`src/design/b2bcd_pkg.sv`:
```
// Shared types, constants and helper functions for the binary to packed BCD converter.
// Every module of the converter imports this package; it depends on nothing else.

package b2bcd_pkg;

    // Digit-count selection carried with each request.
    typedef enum logic [1:0] {
        MODE_2D = 2'd0,
        MODE_4D = 2'd1,
        MODE_6D = 2'd2,
        MODE_8D = 2'd3
    } t_mode;

    // Field widths.
    localparam int VALUE_W = 32;              // input value
    localparam int DIGITS_W = 32;             // packed BCD result
    localparam int CONV_W = 27;               // 99999999 fits in 27 bits
    localparam int HALF_W = 14;               // 0..9999 fits in 14 bits
    localparam int PAIR_W = 7;                // 0..99 fits in 7 bits
    localparam int NIB_W = 4;

    // Largest value each digit count can hold.
    localparam logic [VALUE_W-1:0] LIMIT_2D = 32'd99;
    localparam logic [VALUE_W-1:0] LIMIT_4D = 32'd9999;
    localparam logic [VALUE_W-1:0] LIMIT_6D = 32'd999999;
    localparam logic [VALUE_W-1:0] LIMIT_8D = 32'd99999999;

    // Divide by 10000 as a multiply by a rounded-up reciprocal, exact for 27-bit values.
    localparam int DIV10K_M_W = 28;
    localparam int DIV10K_SHIFT = 41;
    localparam logic [DIV10K_M_W-1:0] DIV10K_MAGIC = 28'd219902326;
    localparam logic [HALF_W-1:0] BASE_10K = 14'd10000;

    // Divide by 100 the same way, exact for 14-bit values.
    localparam int DIV100_M_W = 15;
    localparam int DIV100_SHIFT = 21;
    localparam logic [DIV100_M_W-1:0] DIV100_MAGIC = 15'd20972;
    localparam logic [PAIR_W-1:0] BASE_100 = 7'd100;

    // Divide by 10 for a value below 100: multiply by 205 and drop 11 bits.
    localparam int DIV10_PROD_W = 15;
    localparam int DIV10_SHIFT = 11;
    localparam logic [7:0] DIV10_MAGIC = 8'd205;
    localparam logic [NIB_W-1:0] BASE_10 = 4'd10;

    // Control that travels down the pipeline beside each beat.
    typedef struct packed {
        logic valid;
        logic ovf;
    } t_ctrl;

    // Limit for the selected digit count.
    function automatic logic [VALUE_W-1:0] mode_limit(input t_mode mode);
        logic [VALUE_W-1:0] lim;
        unique case (mode)
            MODE_2D: lim = LIMIT_2D;
            MODE_4D: lim = LIMIT_4D;
            MODE_6D: lim = LIMIT_6D;
            MODE_8D: lim = LIMIT_8D;
            default: lim = LIMIT_2D;
        endcase
        return lim;
    endfunction

    // Turn a value 0..99 into one packed BCD byte.
    function automatic logic [2*NIB_W-1:0] pair_to_bcd(input logic [PAIR_W-1:0] pair);
        logic [DIV10_PROD_W-1:0] prod;
        logic [NIB_W-1:0] tens;
        logic [PAIR_W-1:0] tens_x10;
        logic [NIB_W-1:0] ones;
        prod = DIV10_PROD_W'(pair) * DIV10_PROD_W'(DIV10_MAGIC);
        tens = prod[DIV10_SHIFT +: NIB_W];
        tens_x10 = PAIR_W'(tens) * PAIR_W'(BASE_10);
        ones = NIB_W'(pair - tens_x10);
        return {tens, ones};
    endfunction

endpackage

```
`src/design/b2bcd_split.sv`:
```
// Range check and split of the value into two halves of four decimal digits each.
// Two register stages; uses b2bcd_pkg for the limits and the reciprocal constant.

module b2bcd_split import b2bcd_pkg::*; (
    input  logic                i_clk,
    input  logic                i_rst_n,
    input  logic                i_valid,
    input  t_mode               i_mode,
    input  logic [VALUE_W-1:0]  i_value,
    output t_ctrl               o_ctrl,
    output logic [HALF_W-1:0]   o_hi,
    output logic [HALF_W-1:0]   o_lo
);

    localparam int PROD_W = CONV_W + DIV10K_M_W;

    logic              w_ovf;
    logic [CONV_W-1:0] w_val;
    logic [PROD_W-1:0] w_prod;
    logic [CONV_W-1:0] w_hi_x10k;

    t_ctrl             r_ctrl_a;
    logic [CONV_W-1:0] r_val_a;
    logic [HALF_W-1:0] r_hi_a;
    t_ctrl             r_ctrl_b;
    logic [HALF_W-1:0] r_hi_b;
    logic [HALF_W-1:0] r_lo_b;

    // An out-of-range value converts as zero, so every digit comes out zero.
    always_comb begin
        w_ovf = i_value > mode_limit(i_mode);
        w_val = w_ovf ? '0 : i_value[CONV_W-1:0];
        w_prod = PROD_W'(w_val) * PROD_W'(DIV10K_MAGIC);
    end

    // Stage A: quotient by 10000.
    always_ff @(posedge i_clk) begin
        if (!i_rst_n) begin
            r_ctrl_a <= '0;
        end else begin
            r_ctrl_a <= '{valid: i_valid, ovf: w_ovf};
        end
        r_val_a <= w_val;
        r_hi_a <= w_prod[DIV10K_SHIFT +: HALF_W];
    end

    // Remainder by 10000 from the quotient.
    assign w_hi_x10k = CONV_W'(r_hi_a) * CONV_W'(BASE_10K);

    // Stage B: both halves ready.
    always_ff @(posedge i_clk) begin
        if (!i_rst_n) begin
            r_ctrl_b <= '0;
        end else begin
            r_ctrl_b <= r_ctrl_a;
        end
        r_hi_b <= r_hi_a;
        r_lo_b <= HALF_W'(r_val_a - w_hi_x10k);
    end

    assign o_ctrl = r_ctrl_b;
    assign o_hi = r_hi_b;
    assign o_lo = r_lo_b;

endmodule

```
`src/design/b2bcd_pairs.sv`:
```
// Converts two four-digit halves into four packed BCD bytes.
// Two register stages; uses b2bcd_pkg for the reciprocal constant and pair_to_bcd.

module b2bcd_pairs import b2bcd_pkg::*; (
    input  logic                 i_clk,
    input  logic                 i_rst_n,
    input  t_ctrl                i_ctrl,
    input  logic [HALF_W-1:0]    i_hi,
    input  logic [HALF_W-1:0]    i_lo,
    output t_ctrl                o_ctrl,
    output logic [DIGITS_W-1:0]  o_digits
);

    localparam int LANES = 2;
    localparam int PROD_W = HALF_W + DIV100_M_W;

    logic [HALF_W-1:0] w_half [LANES];
    logic [PROD_W-1:0] w_prod [LANES];
    logic [PAIR_W-1:0] w_q_x100 [LANES];
    logic [PAIR_W-1:0] w_rem [LANES];
    logic [DIGITS_W-1:0] w_digits;

    t_ctrl               r_ctrl_a;
    logic [HALF_W-1:0]   r_half_a [LANES];
    logic [PAIR_W-1:0]   r_q_a [LANES];
    t_ctrl               r_ctrl_b;
    logic [DIGITS_W-1:0] r_digits_b;

    // Lane 0 carries the low four digits, lane 1 the high four.
    always_comb begin
        w_half[0] = i_lo;
        w_half[1] = i_hi;
        for (int i = 0; i < LANES; i++) begin
            w_prod[i] = PROD_W'(w_half[i]) * PROD_W'(DIV100_MAGIC);
        end
    end

    // Stage A: upper digit pair of each half.
    always_ff @(posedge i_clk) begin
        if (!i_rst_n) begin
            r_ctrl_a <= '0;
        end else begin
            r_ctrl_a <= i_ctrl;
        end
        for (int i = 0; i < LANES; i++) begin
            r_half_a[i] <= w_half[i];
            r_q_a[i] <= w_prod[i][DIV100_SHIFT +: PAIR_W];
        end
    end

    // Lower pair from the remainder, then each pair to a BCD byte.
    always_comb begin
        for (int i = 0; i < LANES; i++) begin
            w_q_x100[i] = PAIR_W'(r_q_a[i]) * BASE_100;
            w_rem[i] = PAIR_W'(r_half_a[i] - HALF_W'(w_q_x100[i]));
        end
        w_digits = {pair_to_bcd(r_q_a[1]), pair_to_bcd(w_rem[1]),
                    pair_to_bcd(r_q_a[0]), pair_to_bcd(w_rem[0])};
    end

    // Stage B: result register.
    always_ff @(posedge i_clk) begin
        if (!i_rst_n) begin
            r_ctrl_b <= '0;
        end else begin
            r_ctrl_b <= r_ctrl_a;
        end
        r_digits_b <= w_digits;
    end

    assign o_ctrl = r_ctrl_b;
    assign o_digits = r_digits_b;

endmodule

```
`src/design/binary_to_packed_bcd.sv`:
```
// Binary to packed BCD converter: a fully pipelined design that takes one request every
// cycle. busy is always low, so a beat is taken whenever start is high. Each request gives
// exactly one result, marked by o_done, after it passes through one input register, two
// stages that check the limit and split the value at 10000, and two stages that split each
// half at 100 and form the BCD bytes. The receiver cannot stall, so the result is on the
// ports for a single cycle only. A value above the limit of the chosen digit count gives
// all-zero digits with o_overflow set.
// Top level; instantiates b2bcd_split and b2bcd_pairs and imports b2bcd_pkg.

module binary_to_packed_bcd import b2bcd_pkg::*; (
    input  logic                 i_clk,
    input  logic                 i_rst_n,
    input  logic                 start,
    output logic                 busy,
    input  logic [1:0]           i_req_type,
    input  logic [VALUE_W-1:0]   i_binary_value,
    output logic                 o_done,
    output logic [DIGITS_W-1:0]  o_bcd_digits,
    output logic                 o_overflow
);

    logic               r_valid_in;
    t_mode              r_mode_in;
    logic [VALUE_W-1:0] r_value_in;

    t_ctrl               w_split_ctrl;
    logic [HALF_W-1:0]   w_hi;
    logic [HALF_W-1:0]   w_lo;
    t_ctrl               w_out_ctrl;
    logic [DIGITS_W-1:0] w_digits;

    // The pipeline never stalls.
    assign busy = 1'b0;

    // Input register.
    always_ff @(posedge i_clk) begin
        if (!i_rst_n) begin
            r_valid_in <= 1'b0;
        end else begin
            r_valid_in <= start && !busy;
        end
        r_mode_in <= t_mode'(i_req_type);
        r_value_in <= i_binary_value;
    end

    b2bcd_split u_split (
        .i_clk   (i_clk),
        .i_rst_n (i_rst_n),
        .i_valid (r_valid_in),
        .i_mode  (r_mode_in),
        .i_value (r_value_in),
        .o_ctrl  (w_split_ctrl),
        .o_hi    (w_hi),
        .o_lo    (w_lo)
    );

    b2bcd_pairs u_pairs (
        .i_clk    (i_clk),
        .i_rst_n  (i_rst_n),
        .i_ctrl   (w_split_ctrl),
        .i_hi     (w_hi),
        .i_lo     (w_lo),
        .o_ctrl   (w_out_ctrl),
        .o_digits (w_digits)
    );

    assign o_done = w_out_ctrl.valid;
    assign o_overflow = w_out_ctrl.ovf;
    assign o_bcd_digits = w_digits;

`ifndef ASSERT_OFF
    // Every beat taken comes out as a result.
    a_latency: assert property (@(posedge i_clk) disable iff (!i_rst_n)
        start && !busy |-> ##5 o_done)
        else $error("accepted beat did not produce a result after five cycles");

    // No result without a matching beat taken.
    a_no_spurious: assert property (@(posedge i_clk) disable iff (!i_rst_n)
        o_done |-> $past(start, 5))
        else $error("result strobe without a matching request");

    // Overflow forces all digits to zero.
    a_ovf_zero: assert property (@(posedge i_clk) disable iff (!i_rst_n)
        o_done && o_overflow |-> o_bcd_digits == '0)
        else $error("digits not zero on overflow");

    // A converted result never exceeds eight digits' worth of input.
    a_range: assert property (@(posedge i_clk) disable iff (!i_rst_n)
        o_done && !o_overflow |-> $past(i_binary_value, 5) <= LIMIT_8D)
        else $error("value above eight-digit limit reported without overflow");

    // Every digit of a converted result is a decimal digit.
    a_decimal: assert property (@(posedge i_clk) disable iff (!i_rst_n)
        o_done |-> o_bcd_digits[3:0] <= 4'd9 && o_bcd_digits[7:4] <= 4'd9
            && o_bcd_digits[11:8] <= 4'd9 && o_bcd_digits[15:12] <= 4'd9
            && o_bcd_digits[19:16] <= 4'd9 && o_bcd_digits[23:20] <= 4'd9
            && o_bcd_digits[27:24] <= 4'd9 && o_bcd_digits[31:28] <= 4'd9)
        else $error("non-decimal digit in result");
`endif

endmodule
```
`config.mk`:
```
export PLATFORM = sky130hd
export DESIGN_NAME = binary_to_packed_bcd
export DESIGN_NICKNAME = d
export VERILOG_FILES = /design/src/design/b2bcd_pkg.sv /design/src/design/b2bcd_split.sv /design/src/design/b2bcd_pairs.sv /design/src/design/binary_to_packed_bcd.sv
export SDC_FILE = /design/constraint.sdc
export NUM_CORES = 2
export LEC_CHECK = 0
export BUFFER_PORTS_ARGS = -buffer_cell sky130_fd_sc_hd__buf_2
export CAP_MARGIN = 20
export CORE_MARGIN = 2
export CORE_UTILIZATION = 55
export DETAILED_ROUTE_END_ITERATION = 12
export PLACE_DENSITY = 0.82
export SLEW_MARGIN = 20
export SYNTH_ARGS = -nofsm -noshare
export SYNTH_HDL_FRONTEND = slang
export SYNTH_SLANG_ARGS = --single-unit
```
`constraint.sdc`:
```
create_clock -name i_clk -period 26.6 [get_ports i_clk]
set_input_delay 2.66 -clock i_clk [delete_from_list [all_inputs] [get_ports i_clk]]
set_output_delay 2.66 -clock i_clk [all_outputs]
set_load 0.05 [all_outputs]
```
Word-level counts from Yosys, hierarchy flattened
Memories as Yosys holds them, arrays and structs flattened.
Index checks and enable logic that the tools add are counted.
{ "totals": {"register_bits": 131, "mem_bits_rw": 42, "in_bits": 37, "out_inout_bits": 35, "word_cells": 46, "mem_count": 2} }
{ "mem_list": {"columns": ["memory", "depth", "width", "read_ports", "rd_ports_with_merged_regs", "write_ports", "line", "source"], "rows": [
  ["u_pairs.r_half_a", 2, 14, 2, 0, 2, "b2bcd_pairs.sv:24", "logic [HALF_W-1:0] r_half_a [LANES];"],
  ["u_pairs.r_q_a", 2, 7, 2, 0, 2, "b2bcd_pairs.sv:25", "logic [PAIR_W-1:0] r_q_a [LANES];"]
]} }
{ "classes": {"n_addsub": 7, "multipliers": 14, "magnitude_cmp": 1, "n_eq_ne": 3, "n_mux": 2, "reduce_logical": 1} }
{ "ops": {"columns": ["cell", "count"], "rows": [
  ["case mux 32 bit (4 select lines)", 1],
  ["multiplier 7 x 8 -> 15 bit, second input constant", 4],
  ["multiplier 27 x 27 -> 54 bit, second input constant", 1],
  ["multiplier 14 x 13 -> 26 bit, second input constant", 2],
  ["> comparator 32 bit", 1],
  ["two-way mux 27 bit", 1],
  ["multiplier 4 x 3 -> 3 bit, second input constant", 4],
  ["subtractor 4 bit", 4],
  ["multiplier 14 x 10 -> 10 bit, second input constant", 1],
  ["multiplier 7 x 5 -> 5 bit, second input constant", 2],
  ["subtractor 14 bit", 1],
  ["subtractor 7 bit", 2],
  ["== test 2 bit, second input constant", 2],
  ["== test 2 x 1 -> 1 bit, second input constant", 1],
  ["zero test 2 bit", 1]
]} }

Longest topological paths before layout
An unclocked memory read counts as a cell.
{ "depth": {"depth_word": 6, "mapped_depth": 37, "depth_no_buf": 35} }

Modules after synthesis
A second synthesis with hierarchy kept.
{ "unflattened": {"cells_unflattened": 2852, "area_unflattened_um2": 28668.7} }
{ "by_module_without_submodules": {"columns": ["module", "n_inst", "cells_per_inst", "area_per_inst_um2", "seq_area_each_um2"], "rows": [
  ["b2bcd_split", 1, 1649, 16160.5, 1201.2],
  ["b2bcd_pairs", 1, 1165, 11790.1, 1281.2],
  ["binary_to_packed_bcd", 1, 38, 718.2, 700.7]
]} }

Worst setup path after synthesis
Ideal clock, no wire load.
{ "synth_path": {"path_type": "reg2reg", "startpoint": "register r_mode_in[1]", "endpoint": "register u_split.r_hi_a[6]", "setup_time_ns": 0.122, "arrival_ns": 8.710, "slack_ns": 17.768, "path_stages_with_launch": 36, "synth_period_minus_slack_ns": 8.832, "cell_sequence": "dfxtp_1 > inv_1 > ha_1 > inv_1 > ha_1 > nor4bb_1 > and4bb_4 > a2111oi_4 > a21boi_1 > o21ai_2 > clkbuf_2 > clkbuf_1 > nand2_1 > inv_1 > ha_1 > fa_1 > inv_1 > fa_1 > inv_1 > fa_1 > fa_1 > fa_1 > inv_1 > fa_1 > inv_1 > ha_1 > and4_1 > and4_4 > and2_4 > a211oi_1 > o211ai_2 > a211oi_2 > o31ai_4 > a21oi_2 > o21ai_2 > a311o_1"} }
{ "synth_between": {"elab_chain_len": 5, "word_cells_on_any_way": 8, "cone_classes": "mul: 1; order compare: 1; eq/ne: 3; mux: 2; reduce/logical: 1"} }
{ "synth_rtl": {"columns": ["item", "line", "source"], "rows": [
  ["start, declared", "binary_to_packed_bcd.sv:23", "t_mode r_mode_in;"],
  ["start signal, assigned", "binary_to_packed_bcd.sv:42", "r_mode_in <= t_mode'(i_req_type);"],
  ["== test 2 bit, or another cell as far along", "b2bcd_pkg.sv:55", "unique case (mode)"],
  ["case mux 32 bit (4 select lines) *", "b2bcd_pkg.sv:55", null],
  ["> comparator 32 bit *", "b2bcd_split.sv:31", "w_ovf = i_value > mode_limit(i_mode);"],
  ["two-way mux 27 bit *", "b2bcd_split.sv:32", "w_val = w_ovf ? '0 : i_value[CONV_W-1:0];"],
  ["named net u_split.w_val[6]", "b2bcd_split.sv:18", "logic [CONV_W-1:0] w_val;"],
  ["multiplier 27 x 27 -> 54 bit *", "b2bcd_split.sv:33", "w_prod = PROD_W'(w_val) * PROD_W'(DIV10K_MAGIC);"],
  ["named net u_split.w_prod[47]", "b2bcd_split.sv:19", "logic [PROD_W-1:0] w_prod;"],
  ["end signal, assigned", "b2bcd_split.sv:44", "r_hi_a <= w_prod[DIV10K_SHIFT +: HALF_W];"],
  ["end, declared", "b2bcd_split.sv:24", "logic [HALF_W-1:0] r_hi_a;"]
]} }
The timed path passes the listed nets; every way through them passes the cells marked *. The select of a mux whose other input is x is not followed.
A chain may end at the register's enable or synchronous reset.

Worst setup path in the final report
Same ends and word-level chain as after synthesis.

==> summary.txt <==
Outcome
  • Outcome: finished clean

Worst hold path
  • Min-delay worst type: flop to flop

STA
  • Minimum clock period: 9.53 ns
  • Fin crit share: 35.8%
  • Slew Viols, Final: 0
  • Rel. slew slack: 48.8%
  • Final setup viols: 0
  • Fmax: 105 MHz
  • Layout Skew: 0.0169 ns
  • Setup TNS: 0 ns
  • Worst slew pin tran: 0.760 ns
  • RSZ-0062 raised after global routing: no
  • Final Hold Slack: 0.328 ns
  • Final Hold Vio Count: 0

Job
  • MaxCap Viol Count: 0

Synthesis
  • Synth top area share: 35.4%
  • Seq/Total Area, Yosys: 11.5%
  • Synth Register Bits: 159
  • Mean Syn Cell Area: 10.4 sq um
  • Leading post-synthesis cells by cell area: fa_1 (35%), ha_1 (29%), inv_1 (12%), dfxtp_1 (11%), xnor2_1 (2.2%)
  • Top cells by count, synth: inv_1 (899), ha_1 (654), fa_1 (491)
  • Post-synth EDFFs: 0
  • Syn Std Cell Area: 27800 sq um
  • Distinct cells, synth: 71
  • Yosys Warn Count: 0
  • Largest area contributor in the netlist: fa_1
  • Syn Nets: 3865
  • Asr flop ratio synth: 0%
  • Count leader, synth: inv_1
  • Mapped Cells: 2683
  • Most common flop cell mapped by yosys: dfxtp_1

Detailed routing
  • Drt drc: 0
  • Vias per cell: 5.18
  • Final ANT Viol Nets: 0
  • Vias: 17900
  • WL final: 62000 um
  • Initial DRC count: 965
  • DRT Pass-1 Iters: 5
  • Wire per inst: 18.0 um

Layout
  • N_diodes: 0
  • Post-route cell area: 29600 sq um
  • Layout Cells excl Fill: 3454
  • Fin nets: 3951
  • Fraction of layout instances using a drive strength above 1: 4.60%
  • Synth-to-layout area growth: 6.37%
  • Finished Core Util: 59.1%

Global routing
  • Vias in the first global route: 20600
  • Total gr overflow: 0
  • Initial antenna violation count: 0
  • First-pass GRT wire length: 103000 um
  • Total GRT Usage: 25.2%
  • Largest net degree at the start of global routing: 30

Critical path
  • Worst Setup End Kind: flop
  • Critical Path Start Type: flop
  • Crit path arrival time: 9.89 ns
  • Worst Path Buf+Inv: 7
  • CP max stage delay: 0.54 ns
  • Worst EP required: 26.96 ns
  • Max FO, Critical Path: 29
  • Crit-path leading delay family: adder cells
  • Worst Setup Path Type: flop to flop
  • CP max stage cell: fa_1

Placement
  • Post-DP HPWL: 55300 um
  • Placer Congestion: 1.03
  • DP Area: 29000 sq um
  • Port Buffers: 70
  • DP Cell Count: 3422

Power and ir drop
  • Power density over cell area: 87.5 nW/um^2
  • Maximum VDD drop: 0.149 mV
  • Leak: 17.2 nW

Floorplanning
  • Starting Density: 55.5%
  • IO Pins: 72
  • Die Ht: 229 um
  • Width of the die: 229 um
  • Core area: 50100 sq um
  • Die Area: 52400 sq um
  • Rows: 82

Clock tree
  • Clk_lat worst skew: 0.48 ns
  • CTS Sinks: 159
  • Clock Path Buffers: 2
  • CTS tree: yes
  • Hold Buf Count CTS: 0
  • Post-CTS Setup Repair Bufs: 0
  • CTS buffer count: 17
  • CTS root buf: clkbuf_16
  • Htree depth: 4
  • # resized after CTS: 0
  • Clock-pin slew on the worst setup and hold paths: 0.07 ns
[layer usage]
metal | GRT usage [%] | up-vias | part of all wire [%]
met2 | 43.4 | 463 | 50
met1 | 30.2 | 8932 | 40
met4 | 10.1 | 0 | 4.1
met5 | 0 | - | 0
met3 | 6.46 | 149 | 6.4
li1 | - | 8350 | -
[through the flow]
| stage | worst slack [ns] | total power, mW |
|---|---|---|
| 2_1_floorplan | 17.77 | 1.87 |
| 3_3_place_gp | 17.45 | 2.16 |
| 3_5_place_dp | 17.15 | 2.30 |
| 4_1_cts | 17.10 | 2.62 |
| 5_1_grt | 16.63 | 2.93 |
| 6_report | 17.07 | 2.59 |
[registers in the layout, indices dropped and copies added (netlist names)]
| signal | flops |
|---|---|
| r_value_in | 32 |
| u_split.r_val_a | 14 |
| r_valid_in | 1 |
| u_pairs.o_ctrl | 2 |
| u_split.r_ctrl_a | 2 |
| u_split.r_hi_a | 14 |
| u_split.o_lo | 14 |
| u_pairs.r_half_a | 14 |
| u_split.o_hi | 14 |
| u_pairs.o_digits | 32 |
| r_mode_in | 2 |
| u_pairs.r_q_a | 14 |
| u_split.o_ctrl | 2 |
| u_pairs.r_ctrl_a | 2 |
[final timing paths]
| check | from | end | slack, ns | cells past startpoint |
|---|---|---|---|---|
| max reg2reg | r_mode_in[1] | u_split.r_hi_a[6] | 17.07 | 33 |
| min reg2reg | u_split.r_hi_a[12] | u_split.o_hi[12] | 0.33 | 0 |
| min | u_split.r_hi_a[12] | u_split.o_hi[12] | 0.33 | 0 |
| max | r_mode_in[1] | u_split.r_hi_a[6] | 17.07 | 33 |
[layout make-up]
type	instances	area (sq um)
fill	4050	20500
clock buffer	17	425
tap	672	841
multi-input combinational	1621	21200
inverter	899	3370
timing repair buffer	71	358
clock inverter	15	168
sequential	159	3180
[worst register-to-register path: cells and delay by family, from the launching register on]
family / cells / cell delay [ns]
flip-flops: 1 / 0.39
adder cells (fa/ha/maj): 10 / 4.61
buffers and inverters: 7 / 0.76
AO/OA/AOI/OAI: 10 / 2.17
AND/OR/NAND/NOR: 6 / 1.49
[report_power, final]
| group | switching, mW | internal, mW | total [mW] |
|---|---|---|---|
| combinational | 1.07 | 0.922 | 1.99 |
| clock | 0.121 | 0.134 | 0.255 |
| sequential | 0.0347 | 0.304 | 0.339 |
[cell usage in the layout, fill, tap and decap left out, types with 17 or more instances in the layout]
cell type,instances
a21o_1,34
a21oi_1,55
and2_1,23
buf_2,70
clkbuf_16,17
dfxtp_1,159
fa_1,491
ha_1,654
inv_1,899
nand2_1,38
nor2_1,34
o21ai_0,29
xnor2_1,70
xor2_1,31
[cell families after synthesis]
logic type / count (synthesis) / share of synthesized area (%)
and+or+nand+nor: 183 / 3.53
xor gates and xnor gates: 102 / 3.26
muxes: 1 / 0.0360
AOI/OAI and AO/OA: 189 / 4.69
adders and majority gates: 1145 / 64.8
DFF: 159 / 11.5
other: 1 / 0.0135
buffers and inverters: 903 / 12.2
Note: power is estimated with default switching activity, not from simulation.
